==> src/rtl/assert_macros.svh <==
// Assertion macros shared by the color Sobel magnitude RTL.
// Used by the modules that carry concurrent checks; no other dependencies.
`ifndef ASSERT_MACROS_SVH
`define ASSERT_MACROS_SVH

// The property must hold at every rising edge outside reset.
`define CSM_ASSERT(label, clk, rst, prop) \
  label: assert property (@(posedge clk) disable iff (rst) prop) \
    else $error("%m: check failed");

// The condition must never be true at a rising edge outside reset.
`define CSM_NEVER(label, clk, rst, cond) \
  label: assert property (@(posedge clk) disable iff (rst) !(cond)) \
    else $error("%m: forbidden condition seen");

`endif

==> src/rtl/csm_pkg.sv <==
// Package of the color Sobel magnitude block: constants, types and helpers.
// Used by every module of the block but csm_ram; depends on nothing.
package csm_pkg;

  localparam int MAX_WIDTH   = 1024;
  localparam int IDX_W       = $clog2(MAX_WIDTH);
  localparam int WIDTH_W     = 11;
  localparam int THR_W       = 8;
  localparam int LEVEL_W     = 8;
  localparam int CFG_IDX_W   = 1;
  localparam int CFG_DATA_W  = 11;
  localparam int QUEUE_DEPTH = 2;
  localparam int PIX_W       = 24;

  localparam logic [WIDTH_W-1:0] WIDTH_RESET = 11'd640;
  localparam logic [THR_W-1:0]   THR_RESET   = 8'd20;

  typedef enum logic [CFG_IDX_W-1:0] {
    CFG_IMAGE_WIDTH   = 1'b0,
    CFG_MAG_THRESHOLD = 1'b1
  } cfg_index_t;

  typedef enum logic {
    OP_PIXEL = 1'b0,
    OP_FLUSH = 1'b1
  } op_t;

  typedef logic [PIX_W-1:0] pix_t;

  typedef struct packed {
    pix_t top;
    pix_t mid;
    pix_t bot;
  } col_t;

  typedef struct packed {
    col_t left;
    col_t centre;
    col_t right;
    logic zero;
    logic eor;
    logic eof;
  } job_t;

  typedef enum logic [2:0] {
    F_IDLE,
    F_PIX,
    F_PIX2,
    F_FL0,
    F_FL1,
    F_FL2
  } front_state_t;

  typedef enum logic [2:0] {
    B_IDLE,
    B_CHAN,
    B_THR,
    B_ROOT,
    B_DONE
  } back_state_t;

  function automatic logic [7:0] sample(input pix_t p, input logic [1:0] k);
    logic [7:0] s;
    case (k)
      2'd0:    s = p[7:0];
      2'd1:    s = p[15:8];
      default: s = p[23:16];
    endcase
    return s;
  endfunction

endpackage

==> src/rtl/csm_back.sv <==
// Back end: per job, forms the three channel gradients, keeps the largest,
// thresholds it and takes a rounded square root. Depends on csm_pkg and assert_macros.svh.
`include "assert_macros.svh"

module csm_back (
  input  logic                        clk,
  input  logic                        rst,
  input  logic                        empty,
  input  csm_pkg::job_t               pop_data,
  output logic                        pop,
  input  logic [csm_pkg::THR_W-1:0]   threshold,
  output logic                        out_valid,
  input  logic                        out_stall,
  output logic [csm_pkg::LEVEL_W-1:0] gradient_level,
  output logic                        end_of_row,
  output logic                        end_of_frame
);
  import csm_pkg::*;

  back_state_t  state, state_next;
  job_t         job_reg;
  logic [1:0]   chan;
  logic [20:0]  best;
  logic [11:0]  root;
  logic [3:0]   bit_idx;
  logic         load_out;

  logic [9:0]         l_sum, r_sum, t_sum, b_sum;
  logic signed [10:0] gx, gy;
  logic signed [21:0] gx_sq, gy_sq;
  logic [20:0]        m2;
  logic [15:0]        thr_sq;
  logic [11:0]        cand;
  logic [23:0]        cand_sq;
  logic [12:0]        rounded;
  logic [LEVEL_W-1:0] level;

  always_comb begin
    l_sum = {2'b0, sample(job_reg.left.top, chan)}
          + {1'b0, sample(job_reg.left.mid, chan), 1'b0}
          + {2'b0, sample(job_reg.left.bot, chan)};
    r_sum = {2'b0, sample(job_reg.right.top, chan)}
          + {1'b0, sample(job_reg.right.mid, chan), 1'b0}
          + {2'b0, sample(job_reg.right.bot, chan)};
    t_sum = {2'b0, sample(job_reg.left.top, chan)}
          + {1'b0, sample(job_reg.centre.top, chan), 1'b0}
          + {2'b0, sample(job_reg.right.top, chan)};
    b_sum = {2'b0, sample(job_reg.left.bot, chan)}
          + {1'b0, sample(job_reg.centre.bot, chan), 1'b0}
          + {2'b0, sample(job_reg.right.bot, chan)};
    gx      = $signed({1'b0, r_sum}) - $signed({1'b0, l_sum});
    gy      = $signed({1'b0, b_sum}) - $signed({1'b0, t_sum});
    gx_sq   = gx * gx;
    gy_sq   = gy * gy;
    m2      = {1'b0, gx_sq[19:0]} + {1'b0, gy_sq[19:0]};
    thr_sq  = threshold * threshold;
    cand    = root | (12'd1 << bit_idx);
    cand_sq = cand * cand;
    rounded = ({1'b0, root} + 13'd1) >> 1;
    level   = (rounded > 13'd255) ? LEVEL_W'(255) : rounded[LEVEL_W-1:0];
  end

  always_comb begin
    state_next = state;
    case (state)
      B_IDLE: begin
        if (!empty) begin
          state_next = B_CHAN;
        end
      end
      B_CHAN: begin
        if (chan == 2'd2) begin
          state_next = B_THR;
        end
      end
      B_THR: begin
        if (job_reg.zero || best <= {5'b0, thr_sq}) begin
          state_next = B_DONE;
        end else begin
          state_next = B_ROOT;
        end
      end
      B_ROOT: begin
        if (bit_idx == 4'd0) begin
          state_next = B_DONE;
        end
      end
      B_DONE: begin
        if (!out_valid || !out_stall) begin
          state_next = B_IDLE;
        end
      end
      default: state_next = B_IDLE;
    endcase
  end

  always_comb begin
    pop      = 1'b0;
    load_out = 1'b0;
    case (state)
      B_IDLE:  pop      = !empty;
      B_DONE:  load_out = !out_valid || !out_stall;
      default: pop      = 1'b0;
    endcase
  end

  always_ff @(posedge clk) begin
    if (pop) begin
      job_reg <= pop_data;
    end
    case (state)
      B_IDLE: chan <= 2'd0;
      B_CHAN: begin
        if (chan == 2'd0 || m2 > best) begin
          best <= m2;
        end
        chan <= chan + 1'b1;
      end
      B_THR: begin
        root    <= '0;
        bit_idx <= 4'd11;
      end
      B_ROOT: begin
        if (cand_sq <= {best, 3'b000} >> 1) begin
          root <= cand;
        end
        bit_idx <= bit_idx - 1'b1;
      end
      default: begin
        chan <= chan;
      end
    endcase
    if (load_out) begin
      gradient_level <= level;
      end_of_row     <= job_reg.eor;
      end_of_frame   <= job_reg.eof;
    end
  end

  always_ff @(posedge clk) begin
    if (rst) begin
      state     <= B_IDLE;
      out_valid <= 1'b0;
    end else begin
      state <= state_next;
      if (load_out) begin
        out_valid <= 1'b1;
      end else if (!out_stall) begin
        out_valid <= 1'b0;
      end
    end
  end

  `CSM_NEVER(a_chan_range, clk, rst, state == B_CHAN && chan == 2'd3)
  `CSM_NEVER(a_root_not_zero_job, clk, rst, state == B_ROOT && job_reg.zero)
  `CSM_ASSERT(a_out_held, clk, rst, out_valid && out_stall |=> out_valid)

endmodule

==> config.mk <==
export PLATFORM = sky130hd
export DESIGN_NAME = csm_back
export DESIGN_NICKNAME = d
export VERILOG_FILES = /design/src/rtl/csm_pkg.sv /design/src/rtl/csm_back.sv
export VERILOG_INCLUDE_DIRS = /design/src /design/src/rtl
export SDC_FILE = /design/constraint.sdc
export NUM_CORES = 1
export LEC_CHECK = 0
export BUFFER_PORTS_ARGS = -buffer_cell sky130_fd_sc_hd__buf_4
export CAP_MARGIN = 0
export CORE_MARGIN = 1
export CORE_UTILIZATION = 55
export DETAILED_ROUTE_END_ITERATION = 6
export MAX_ROUTING_LAYER = met4
export PLACE_DENSITY = 0.78
export REMOVE_ABC_BUFFERS = 1
export SYNTH_ARGS = -nofsm -noshare
export SYNTH_HDL_FRONTEND = slang
export SYNTH_SLANG_ARGS = --single-unit
export TNS_END_PERCENT = 50
==> constraint.sdc <==
create_clock -name clk -period 33.4 [get_ports clk]
set_input_delay 5.01 -clock clk [delete_from_list [all_inputs] [get_ports clk]]
set_output_delay 5.01 -clock clk [all_outputs]
set_load 0.05 [all_outputs]
==> flow_summary.json <==
{
  "slowest_delay_ns": 0.93,
  "htree_num_levels": 1,
  "skew_ns": 0.0130,
  "clock_latency_ns": 0.56,
  "cts_num_sinks": 248,
  "row_count": 79,
  "dp_cells": 3288,
  "gr-usage-all-layers_pct": 24.3,
  "cts_inserted_buffers": 26,
  "rsz0062_at_grt": "false",
  "post-route-period-util_pct": 42.5,
  "cts_root_buffer": "clkbuf_16",
  "ys_seq_elements": 248,
  "synth.distinct_cells": 67,
  "min_from": "job_reg[1]",
  "die_area_um2": 48500,
  "first_pass_iters": 7,
  "grt_max_degree": 79,
  "synth_seq_area_share_pct": 28.3,
  "antenna_left": 0,
  "finalMaxSlewViolations": 0,
  "placed_area_um2": 28600,
  "worstPathArrival_ns": 14.34,
  "crit_fanout": 44,
  "fmax_mhz": 70.5,
  "antenna_found_initial": 0,
  "clk_path_buf_depth": 3,
  "antennaDiodeCount": 0,
  "finalWirelength_um": 54400,
  "status": "complete, but fails checks",
  "layout.nets": 3566,
  "yosys_warnings": 0,
  "max-cap-violations": 0,
  "largest_register_ffs": 195,
  "synth_top_area_share_pct": 28.0,
  "routabilityCongestion": 0.887,
  "worstSetupPathType": "reg2reg",
  "overflow": 0,
  "drt_iter0_markers": 885,
  "start_util_pct": 56.0,
  "drive_above_1_share_pct": 11.7,
  "cp-end-kind": "register",
  "synth_edf_count": 244,
  "grt_pass1_vias": 19700,
  "fill_cells": 3668,
  "cpMostUsedCell": "fa_1",
  "vias": 18100,
  "critPathLaunchType": "register",
  "cp.required_ns": 33.56,
  "syn2layout_area_growth_pct": 12.4,
  "die_y_um": 220,
  "fin_tns_setup_ns": 0,
  "finalSetupViolations": 0,
  "ios": 243,
  "coreArea_um2": 46800,
  "wire_per_inst_um": 16.3,
  "portBuffers": 218,
  "dieWidth_um": 220,
  "worst_pin_slew_ns": 1.29,
  "hold_buffers": 0,
  "relSlewSlack_pct": 14.1,
  "netlist_area_um2": 26200,
  "vias_per_cell": 5.43,
  "fin_cells": 3335,
  "ys_top_cells_by_area": "edfxtp_1, fa_1, ha_1",
  "path_buf_inv": 9,
  "post_cts_buffers": 0,
  "clkTransAtPathRegs_ns": 0.06,
  "synthFlopType": "edfxtp_1",
  "hold_viol": 0,
  "dpl.hpwl_um": 44500,
  "final-seq-area_um2": 7410,
  "yosys.area.top_type": "edfxtp_1",
  "syn_avg_cell_area_um2": 10.5,
  "synthCells": 2496,
  "startpoint": "chan[0]",
  "cts_tree": "built",
  "ctsResizeCount": 0,
  "drcViolationCount": 1,
  "reg2reg_from": "chan[0]",
  "multi_input_area_um2": 16700,
  "worstHoldPathType": "reg2reg",
  "grt_first_pass_wirelength_um": 91900,
  "fin_area_um2": 29500,
  "crit_family": "adder cells",
  "synthArstFlopShare_pct": 0,
  "slowest_stage": "a21oi_2",
  "period_needed_ns": 14.18,
  "violations": "design-rule violations"
}
## layout make-up
type / instances / area share, %
flip-flops and latches: 248 / 25.1
clock inverters: 15 / 0.586
clock buffers: 32 / 2.36
well taps: 607 / 2.58
multi-input cells: 1674 / 56.6
repair buffers: 243 / 6.19
inverters: 516 / 6.58
## cells by family after synthesis
family | share of synthesized area [%]
compound gates | 9.00
xor+xnor | 4.48
fa+ha+maj | 39.9
buf+inv | 8.24
flops | 28.3
mux | 0.162
other cells | 0.0287
simple gates | 9.90
## per-layer routing
metal / share of wire [%] / up-vias / track usage [%]
met1: 40 / 8914 / 29.1
met5: 0 / - / -
met4: 3.2 / 0 / 7.84
met3: 5.5 / 122 / 3.51
met2: 51 / 520 / 42.3
li1: - / 8537 / -
## stage by stage
stage                     hold slack [ns]  util, %  worst slack, ns
after CTS                           0.427     63.0            19.19
after global routing                0.447     63.0            18.19
after detailed placement            0.409     61.1            19.25
final                               0.424     63.0            19.22
after floorplan                     0.400        -             3.73
after global placement              0.401     61.1            19.59
## placed cells by master, fill, tap and decap left out, types with 36 or more instances in the layout
cell,Yosys,layout
inv_1,516,516
fa_1,350,350
ha_1,276,274
edfxtp_1,244,244
buf_4,0,243
nand2_1,202,202
nor2_1,146,145
a21oi_1,115,114
xnor2_1,99,99
and2_1,72,72
a21o_1,44,44
o21ai_0,36,36
## path summary, 6_finish.rpt
kind,to,slack (ns),cells after the start
hold / removal,end_of_row,0.42,0
setup / recovery,best[7],19.22,49
hold reg to reg,end_of_row,0.42,0
setup reg to reg,best[7],19.22,49
## Yosys cell counts, types with 8 or more instances
| library cell | count |
|---|---|
| nor3_1 | 21 |
| nor2_1 | 146 |
| inv_1 | 516 |
| o21a_1 | 11 |
| a21o_1 | 44 |
| nor2b_1 | 16 |
| a21oi_1 | 115 |
| nor4_1 | 8 |
| fa_1 | 350 |
| or2_2 | 12 |
| nand2_1 | 202 |
| o21bai_1 | 10 |
| xor2_1 | 35 |
| nand2b_1 | 22 |
| nand3_1 | 15 |
| clkbuf_1 | 52 |
| edfxtp_1 | 244 |
| ha_1 | 276 |
| nand4_1 | 17 |
| a22o_1 | 31 |
| and2_1 | 72 |
| xnor2_1 | 99 |
| o21ai_0 | 36 |
| a22oi_1 | 35 |
| or3_1 | 9 |
| a211oi_1 | 11 |
Power is not shown: default switching activity piles up to over one toggle a cycle in this logic, so the estimate is an artifact.
