==> config.mk <==
export PLATFORM = sky130hd
export DESIGN_NAME = csm_queue
export DESIGN_NICKNAME = d
export VERILOG_FILES = /design/src/rtl/csm_pkg.sv /design/src/rtl/csm_queue.sv
export VERILOG_INCLUDE_DIRS = /design/src /design/src/rtl
export SDC_FILE = /design/constraint.sdc
export NUM_CORES = 1
export LEC_CHECK = 0
export BUFFER_PORTS_ARGS = -buffer_cell sky130_fd_sc_hd__buf_2
export CAP_MARGIN = 20
export CORE_MARGIN = 4
export CORE_UTILIZATION = 25
export CTS_CLUSTER_DIAMETER = 120
export DETAILED_ROUTE_END_ITERATION = 6
export PLACE_DENSITY = 0.5
export SETUP_SLACK_MARGIN = 0.5
export SLEW_MARGIN = 25
export SYNTH_ARGS = -nofsm -noshare
export SYNTH_HDL_FRONTEND = slang
export SYNTH_SLANG_ARGS = --single-unit
==> constraint.sdc <==
create_clock -name clk -period 34.5 [get_ports clk]
set_clock_uncertainty 0.15 [all_clocks]
set_input_delay 0 -clock clk [delete_from_list [all_inputs] [get_ports clk]]
set_output_delay 0 -clock clk [all_outputs]
set_load 0.005 [all_outputs]
==> src/rtl/assert_macros.svh <==
// Assertion macros shared by the color Sobel magnitude RTL.
// Used by the modules that carry concurrent checks; no other dependencies.
`ifndef ASSERT_MACROS_SVH
`define ASSERT_MACROS_SVH

// The property must hold at every rising edge outside reset.
`define CSM_ASSERT(label, clk, rst, prop) \
  label: assert property (@(posedge clk) disable iff (rst) prop) \
    else $error("%m: check failed");

// The condition must never be true at a rising edge outside reset.
`define CSM_NEVER(label, clk, rst, cond) \
  label: assert property (@(posedge clk) disable iff (rst) !(cond)) \
    else $error("%m: forbidden condition seen");

`endif

==> src/rtl/csm_pkg.sv <==
// Package of the color Sobel magnitude block: constants, types and helpers.
// Used by every module of the block but csm_ram; depends on nothing.
package csm_pkg;

  localparam int MAX_WIDTH   = 1024;
  localparam int IDX_W       = $clog2(MAX_WIDTH);
  localparam int WIDTH_W     = 11;
  localparam int THR_W       = 8;
  localparam int LEVEL_W     = 8;
  localparam int CFG_IDX_W   = 1;
  localparam int CFG_DATA_W  = 11;
  localparam int QUEUE_DEPTH = 2;
  localparam int PIX_W       = 24;

  localparam logic [WIDTH_W-1:0] WIDTH_RESET = 11'd640;
  localparam logic [THR_W-1:0]   THR_RESET   = 8'd20;

  typedef enum logic [CFG_IDX_W-1:0] {
    CFG_IMAGE_WIDTH   = 1'b0,
    CFG_MAG_THRESHOLD = 1'b1
  } cfg_index_t;

  typedef enum logic {
    OP_PIXEL = 1'b0,
    OP_FLUSH = 1'b1
  } op_t;

  typedef logic [PIX_W-1:0] pix_t;

  typedef struct packed {
    pix_t top;
    pix_t mid;
    pix_t bot;
  } col_t;

  typedef struct packed {
    col_t left;
    col_t centre;
    col_t right;
    logic zero;
    logic eor;
    logic eof;
  } job_t;

  typedef enum logic [2:0] {
    F_IDLE,
    F_PIX,
    F_PIX2,
    F_FL0,
    F_FL1,
    F_FL2
  } front_state_t;

  typedef enum logic [2:0] {
    B_IDLE,
    B_CHAN,
    B_THR,
    B_ROOT,
    B_DONE
  } back_state_t;

  function automatic logic [7:0] sample(input pix_t p, input logic [1:0] k);
    logic [7:0] s;
    case (k)
      2'd0:    s = p[7:0];
      2'd1:    s = p[15:8];
      default: s = p[23:16];
    endcase
    return s;
  endfunction

endpackage

==> src/rtl/csm_queue.sv <==
// Short job queue between the window front end and the gradient back end.
// Depends on csm_pkg and assert_macros.svh.
`include "assert_macros.svh"

module csm_queue (
  input  logic          clk,
  input  logic          rst,
  input  logic          push,
  input  csm_pkg::job_t push_data,
  output logic          full,
  input  logic          pop,
  output csm_pkg::job_t pop_data,
  output logic          empty
);
  import csm_pkg::*;

  localparam int PTR_W = $clog2(QUEUE_DEPTH);

  job_t             entries [QUEUE_DEPTH];
  logic [PTR_W-1:0] wr_ptr;
  logic [PTR_W-1:0] rd_ptr;
  logic [PTR_W:0]   count;

  assign full     = (count == (PTR_W+1)'(QUEUE_DEPTH));
  assign empty    = (count == '0);
  assign pop_data = entries[rd_ptr];

  always_ff @(posedge clk) begin
    if (push) begin
      entries[wr_ptr] <= push_data;
    end
  end

  always_ff @(posedge clk) begin
    if (rst) begin
      wr_ptr <= '0;
      rd_ptr <= '0;
      count  <= '0;
    end else begin
      if (push) begin
        wr_ptr <= (wr_ptr == PTR_W'(QUEUE_DEPTH - 1)) ? '0 : wr_ptr + 1'b1;
      end
      if (pop) begin
        rd_ptr <= (rd_ptr == PTR_W'(QUEUE_DEPTH - 1)) ? '0 : rd_ptr + 1'b1;
      end
      if (push && !pop) begin
        count <= count + 1'b1;
      end else if (pop && !push) begin
        count <= count - 1'b1;
      end
    end
  end

  `CSM_NEVER(a_no_push_full, clk, rst, push && full)
  `CSM_NEVER(a_no_pop_empty, clk, rst, pop && empty)
  `CSM_NEVER(a_count_range, clk, rst, count > (PTR_W+1)'(QUEUE_DEPTH))

endmodule

==> impl_metrics.ini, run 1 <==
[clock_network]
cts_tree = done
worstSkewPairLatency_ns = 0.56
clk_path_buf_depth = 3
clkSinkCount = 443
cts_buffers = 49
ctsRootBufferMaster = clkbuf_16
hold_buffers = 378
cts_resized = 0
htreeDepth = 2
cts_setup_buffers = 0
clk_pin_slew_ns = 0.06

[run]
drv_cap = 0

[die]
std_cell_rows = 92
pin_count = 444
initial_core_util = 0.254
die_width_um = 262
core_um2 = 63500
die_area_um2 = 68700
die_height_um = 262

[critical_path]
ff2ff_setup_slack_ns = 31.20
cp_data_required_time_ns = 34.35
r2r-end = entries[1][142]
worstSetupStartpointType = register
r2r_start = wr_ptr
path_class = reg -> out
endpoint_kind = output pin
reg2regPathDepth = 3
endpoint = pop_data[66]
crit_arrival_ns = 3.44
cp_max_fo = 54

[global_route]
overflow = 0
grt_max_degree = 125
grt_pass1_wl_mm = 61.2
grt_use_total = 0.115
antenna_found_initial = 5
grt_pass1_vias = 10900

[timing]
finalSetupTns_ns = 0
max_freq_ghz = 0.278
maxSlewViolCount = 0
tightest_slew_ns = 0.984
min_period_ns = 3.59
relSlewSlack = 0.344
timing.final.crit_share = 0.104
hold_viol = 0
setup_viol = 0
setup_slack_ns = 30.91
rsz0062_at_grt = false

[status]
status = finished, final reports clean

[synth]
syn-cell-area_um2 = 16100
synth_seq_cells = 443
yosys_warnings = 0
synthCells = 703
ys_seq_area_frac = 0.821
synth.avg_cell_area_um2 = 23.0
ys_types = 16
syn_nets = 927

[pwr]
peakVddDrop_v = 0.0000375
total_leakage_power_nw = 9.18
p_per_area_nw_per_um2 = 52.8

[route]
dr_total_vias = 9755
remaining_drc_errors = 0
wl_per_cell_um = 17.2
wirelength_mm = 42.1
drt_first_pass_iters = 4
viasPerCell = 3.98
ant_nets = 0
drtIter0Drc = 440

[placed_design]
place_inst = 1976
dp_hpwl_mm = 26.6
place_ws_ns = 31.10
place.gp.congestion = 0.750
port_buffers = 443

[final_layout]
syn2layout_area_growth_pct = 52.4
final_cells = 2452
layout-drive-gt1-share = 0.462
final_nets = 1786
fillCellCount = 5937

[hold_path]
hp-class = in -> reg
## kinds of logic after synthesis
| kind of cell | count (synthesis) | share of synthesized area |
|---|---|---|
| flops | 443 | 0.821 |
| mux | 219 | 0.153 |
| buf+inv | 25 | 0.0202 |
| simple gates | 9 | 0.00279 |
| xor+xnor | 4 | 0.00217 |
| compound gates | 2 | 0.000619 |
| fa+ha+maj | 1 | 0.000775 |
## Yosys cell counts (all sizes together)
cell | n | share of area
a21oi | 1 | 0.00031
and2 | 1 | 0.00039
and2b | 1 | 0.00047
buf | 3 | 0.0021
clkbuf | 21 | 0.018
dfxtp | 5 | 0.0062
edfxtp | 438 | 0.81
ha | 1 | 0.00077
inv | 1 | 0.00023
mux2 | 219 | 0.15
nor2 | 5 | 0.0012
nor2b | 1 | 0.00039
o21ai | 1 | 0.00031
or3 | 1 | 0.00039
xnor2 | 2 | 0.0011
xor2 | 2 | 0.0011
## cells in the final DEF, fill, tap and decap left out, types with 5 or more instances in the layout
cell and instances:
buf_2 443, diode_2 5, buf_4 7, clkbuf_1 13
clkbuf_16 51, nor2_1 5, dlygate4sd3_1 379, clkinv_1 12
edfxtp_1 438, mux2_2 219
## how the worst min path moves through the flow
stage,slack [ns],to,start,cells after the start
floorplan,-0.08,count[1],rst,1
global placement,0.04,entries[0][164],push_data[164],1
detailed placement,0.04,entries[1][35],push_data[35],1
CTS,0.00008,entries[1][39],push_data[39],2
global route,0.0003,entries[0][42],push_data[42],2
finish,0.02,entries[1][115],push_data[115],2
## layer usage
metal	GRT usage	routed length, um
met1	0.121	15100
met5	0	0
met4	0.0454	1390
met3	0.0312	2590
met2	0.218	23100
## power by group
| group | leakage, nW | switching [mW] | internal [mW] |
|---|---|---|---|
| sequential | 4.15 | 0.00972 | 0.629 |
| combinational | 4.27 | 0.0681 | 0.0868 |
| clock | 0.756 | 0.206 | 0.300 |
| total | 9.18 | 0.284 | 1.02 |
## cell type report
| type | count | area, um2 | area share |
|---|---|---|---|
| multi-input combinational | 235 | 2580 | 0.105 |
| sequential | 443 | 13300 | 0.539 |
| tap | 846 | 1060 | 0.0430 |
| clock inverter | 26 | 236 | 0.00961 |
| antenna | 5 | 12.5 | 0.000508 |
| clock buffer | 64 | 1330 | 0.0538 |
| timing repair buffer | 832 | 6140 | 0.249 |
| inverter | 1 | 3.75 | 0.000153 |
## through the flow
stage | area (um2) | power [mW] | hold slack, ns | utilization
floorplan | 16100 | 0.719 | -0.0809 | -
global placement | 19200 | 0.770 | 0.0377 | 0.302
detailed placement | 19200 | 0.771 | 0.0413 | 0.302
CTS | 24500 | 1.32 | 0.0000794 | 0.386
global route | 24600 | 1.36 | 0.000268 | 0.387
finish | 24600 | 1.30 | 0.0163 | 0.387
## flip-flops by register name, indices dropped and copies added (netlist names), named ones only
register,cells
count,2
rd_ptr,1
entries,438
wr_ptr,1
## critical path, stage by stage (launching register included)
cell	delay [ns]
dfxtp_4	0.87
buf_4	0.74
buf_4	0.63
mux2_2	0.42
buf_2	0.13
Note: power is estimated with default switching activity, not from simulation.
==> inputs of run 2 (changes only) <==
clock period = 3.7 ns   (was 34.5 ns; I/O delays follow)
==> impl_metrics.ini, run 2 (synthesized netlist as in run 1, its figures left out) <==
[status]
status = finished, final reports clean

[placed_design]
place.gp.congestion = 0.726
port_buffers = 443
dp_hpwl_mm = 25.9

[final_layout]
top_regs = entries x438, count x2
largest_reg_flops = 438
fillCellCount = 5923
fin_util = 0.387
syn2layout_area_growth_pct = 52.4
regMostFlops = entries
final_common_cell = buf_2
layout-drive-gt1-share = 0.470
final_nets = 1786
ff_latch_area_um2 = 13300
multi_input_area_um2 = 2580
most-common-layout-cells = buf_2, edfxtp_1, dlygate4sd3_1, mux2_2, clkbuf_16

[critical_path]
worstSetupStartpointType = register
cp_data_required_time_ns = 3.55
ff2ff_setup_slack_ns = 1.68
endpoint_kind = output pin
path_class = reg -> out
cp_max_fo = 76
crit_arrival_ns = 2.40

[clock_network]
clk_pin_slew_ns = 0.06
htreeDepth = 2
clkSinkCount = 443
worstSkewPairLatency_ns = 0.56
cts_resized = 0
cts_setup_buffers = 0
clk_path_buf_depth = 3
ctsRootBufferMaster = clkbuf_16
cts_tree = done
cts_buffers = 49

[route]
maxUsedRoutingLayer = met4
dr_total_vias = 9743
ant_nets = 0
drt_first_pass_iters = 5
met2WireLength_mm = 21.5
drt-met1-wl_mm = 15.1
met3WireLength_mm = 2.45
wirelength_mm = 40.6
remaining_drc_errors = 0
viasPerCell = 3.98
wl_per_cell_um = 16.6
drtIter0Drc = 479

[pwr]
peakVddDrop_v = 0.000374
p_sw_mw = 2.60
combPwrFrac = 0.123
p_seq_frac = 0.495
p_total_mw = 12.0
switching_share = 0.216
p_per_area_nw_per_um2 = 487
total_leakage_power_nw = 9.20
clkPwrFrac = 0.382
intPower_mw = 9.40

[timing]
rsz0062_at_grt = false
timing.final.crit_share = 0.688
min_period_ns = 2.55
tightest_slew_ns = 0.882
hold_viol = 0
finalSetupTns_ns = 0
relSlewSlack = 0.412
maxSlewViolCount = 0
max_freq_ghz = 0.393
setup_viol = 0
worst_hold_slack_ns = 0.0388

[run]
drv_cap = 0

[global_route]
grt_max_degree = 80
overflow = 0
grt_use_total = 0.113
grt_pass1_vias = 10800
grt_pass1_wl_mm = 60.4
antenna_found_initial = 1

[die]
core_um2 = 63500
die_area_um2 = 68700
pin_count = 444
initial_core_util = 0.254
die_width_um = 262
die_height_um = 262
std_cell_rows = 92

[hold_path]
hp-class = in -> reg
-- run 2: changes by cell type in the layout (fill, tap and decap cells not counted), sizes merged --
cell,change
buf,+10
clkinv,-2
inv,-2
clkbuf,+2
diode,-4
bufinv,-1
clkinvlp,+1
dlygate4sd3,-10
-- run 2: per-layer routing --
| metal | up-vias | track usage |
|---|---|---|
| li1 | 4532 | - |
| met1 | 4840 | 0.124 |
| met2 | 281 | 0.207 |
| met3 | 90 | 0.0279 |
| met4 | 0 | 0.0468 |
| met5 | - | 0 |
-- run 2: per-stage QoR --
step	cell area, um2	setup WS, ns	instances
global route	24600	0.957	2446
floorplan	16200	-0.438	703
detailed placement	19400	1.65	1988
CTS	24600	1.02	2443
finish	24600	1.15	2446
global placement	19400	1.66	1988
-- run 2: what timing repair did --
action,4_1_cts,5_1_grt
hold endpoints to repair,465,3
hold buffers,367,2
endpoints found under the setup margin,0,0
-- run 2: final cells by class --
cell class	count	area share
clock buffer	66	0.0540
timing repair buffer	832	0.252
antenna	1	0.000102
sequential	443	0.539
clock inverter	22	0.00727
tap	846	0.0430
multi-input combinational	235	0.105
inverter	1	0.000153
-- run 2: power by group through the flow --
stage / Sequential, mW / Combinational [mW] / Clock [mW]
after floorplan: 6.04 / 0.599 / 0
after global placement: 6.03 / 1.17 / 0
after detailed placement: 6.05 / 1.18 / 0
after CTS: 5.94 / 1.50 / 4.77
after global routing: 5.96 / 1.59 / 4.99
final: 5.94 / 1.47 / 4.59
-- run 2: path summary, 6_finish.rpt --
| kind | from | cells after the start | endpoint |
|---|---|---|---|
| max | register | 3 | pop_data[164] |
| min | push_data[138] | 2 | entries[0][138] |
| max reg2reg | wr_ptr | 2 | entries[1][105] |
| min reg2reg | rd_ptr | 2 | rd_ptr |
-- run 2: worst max-delay path, cell delays in order, from the launching register on --
cell,delay [ns]
dfxtp_4,0.70
buf_12,0.41
mux2_2,0.43
buf_2,0.15
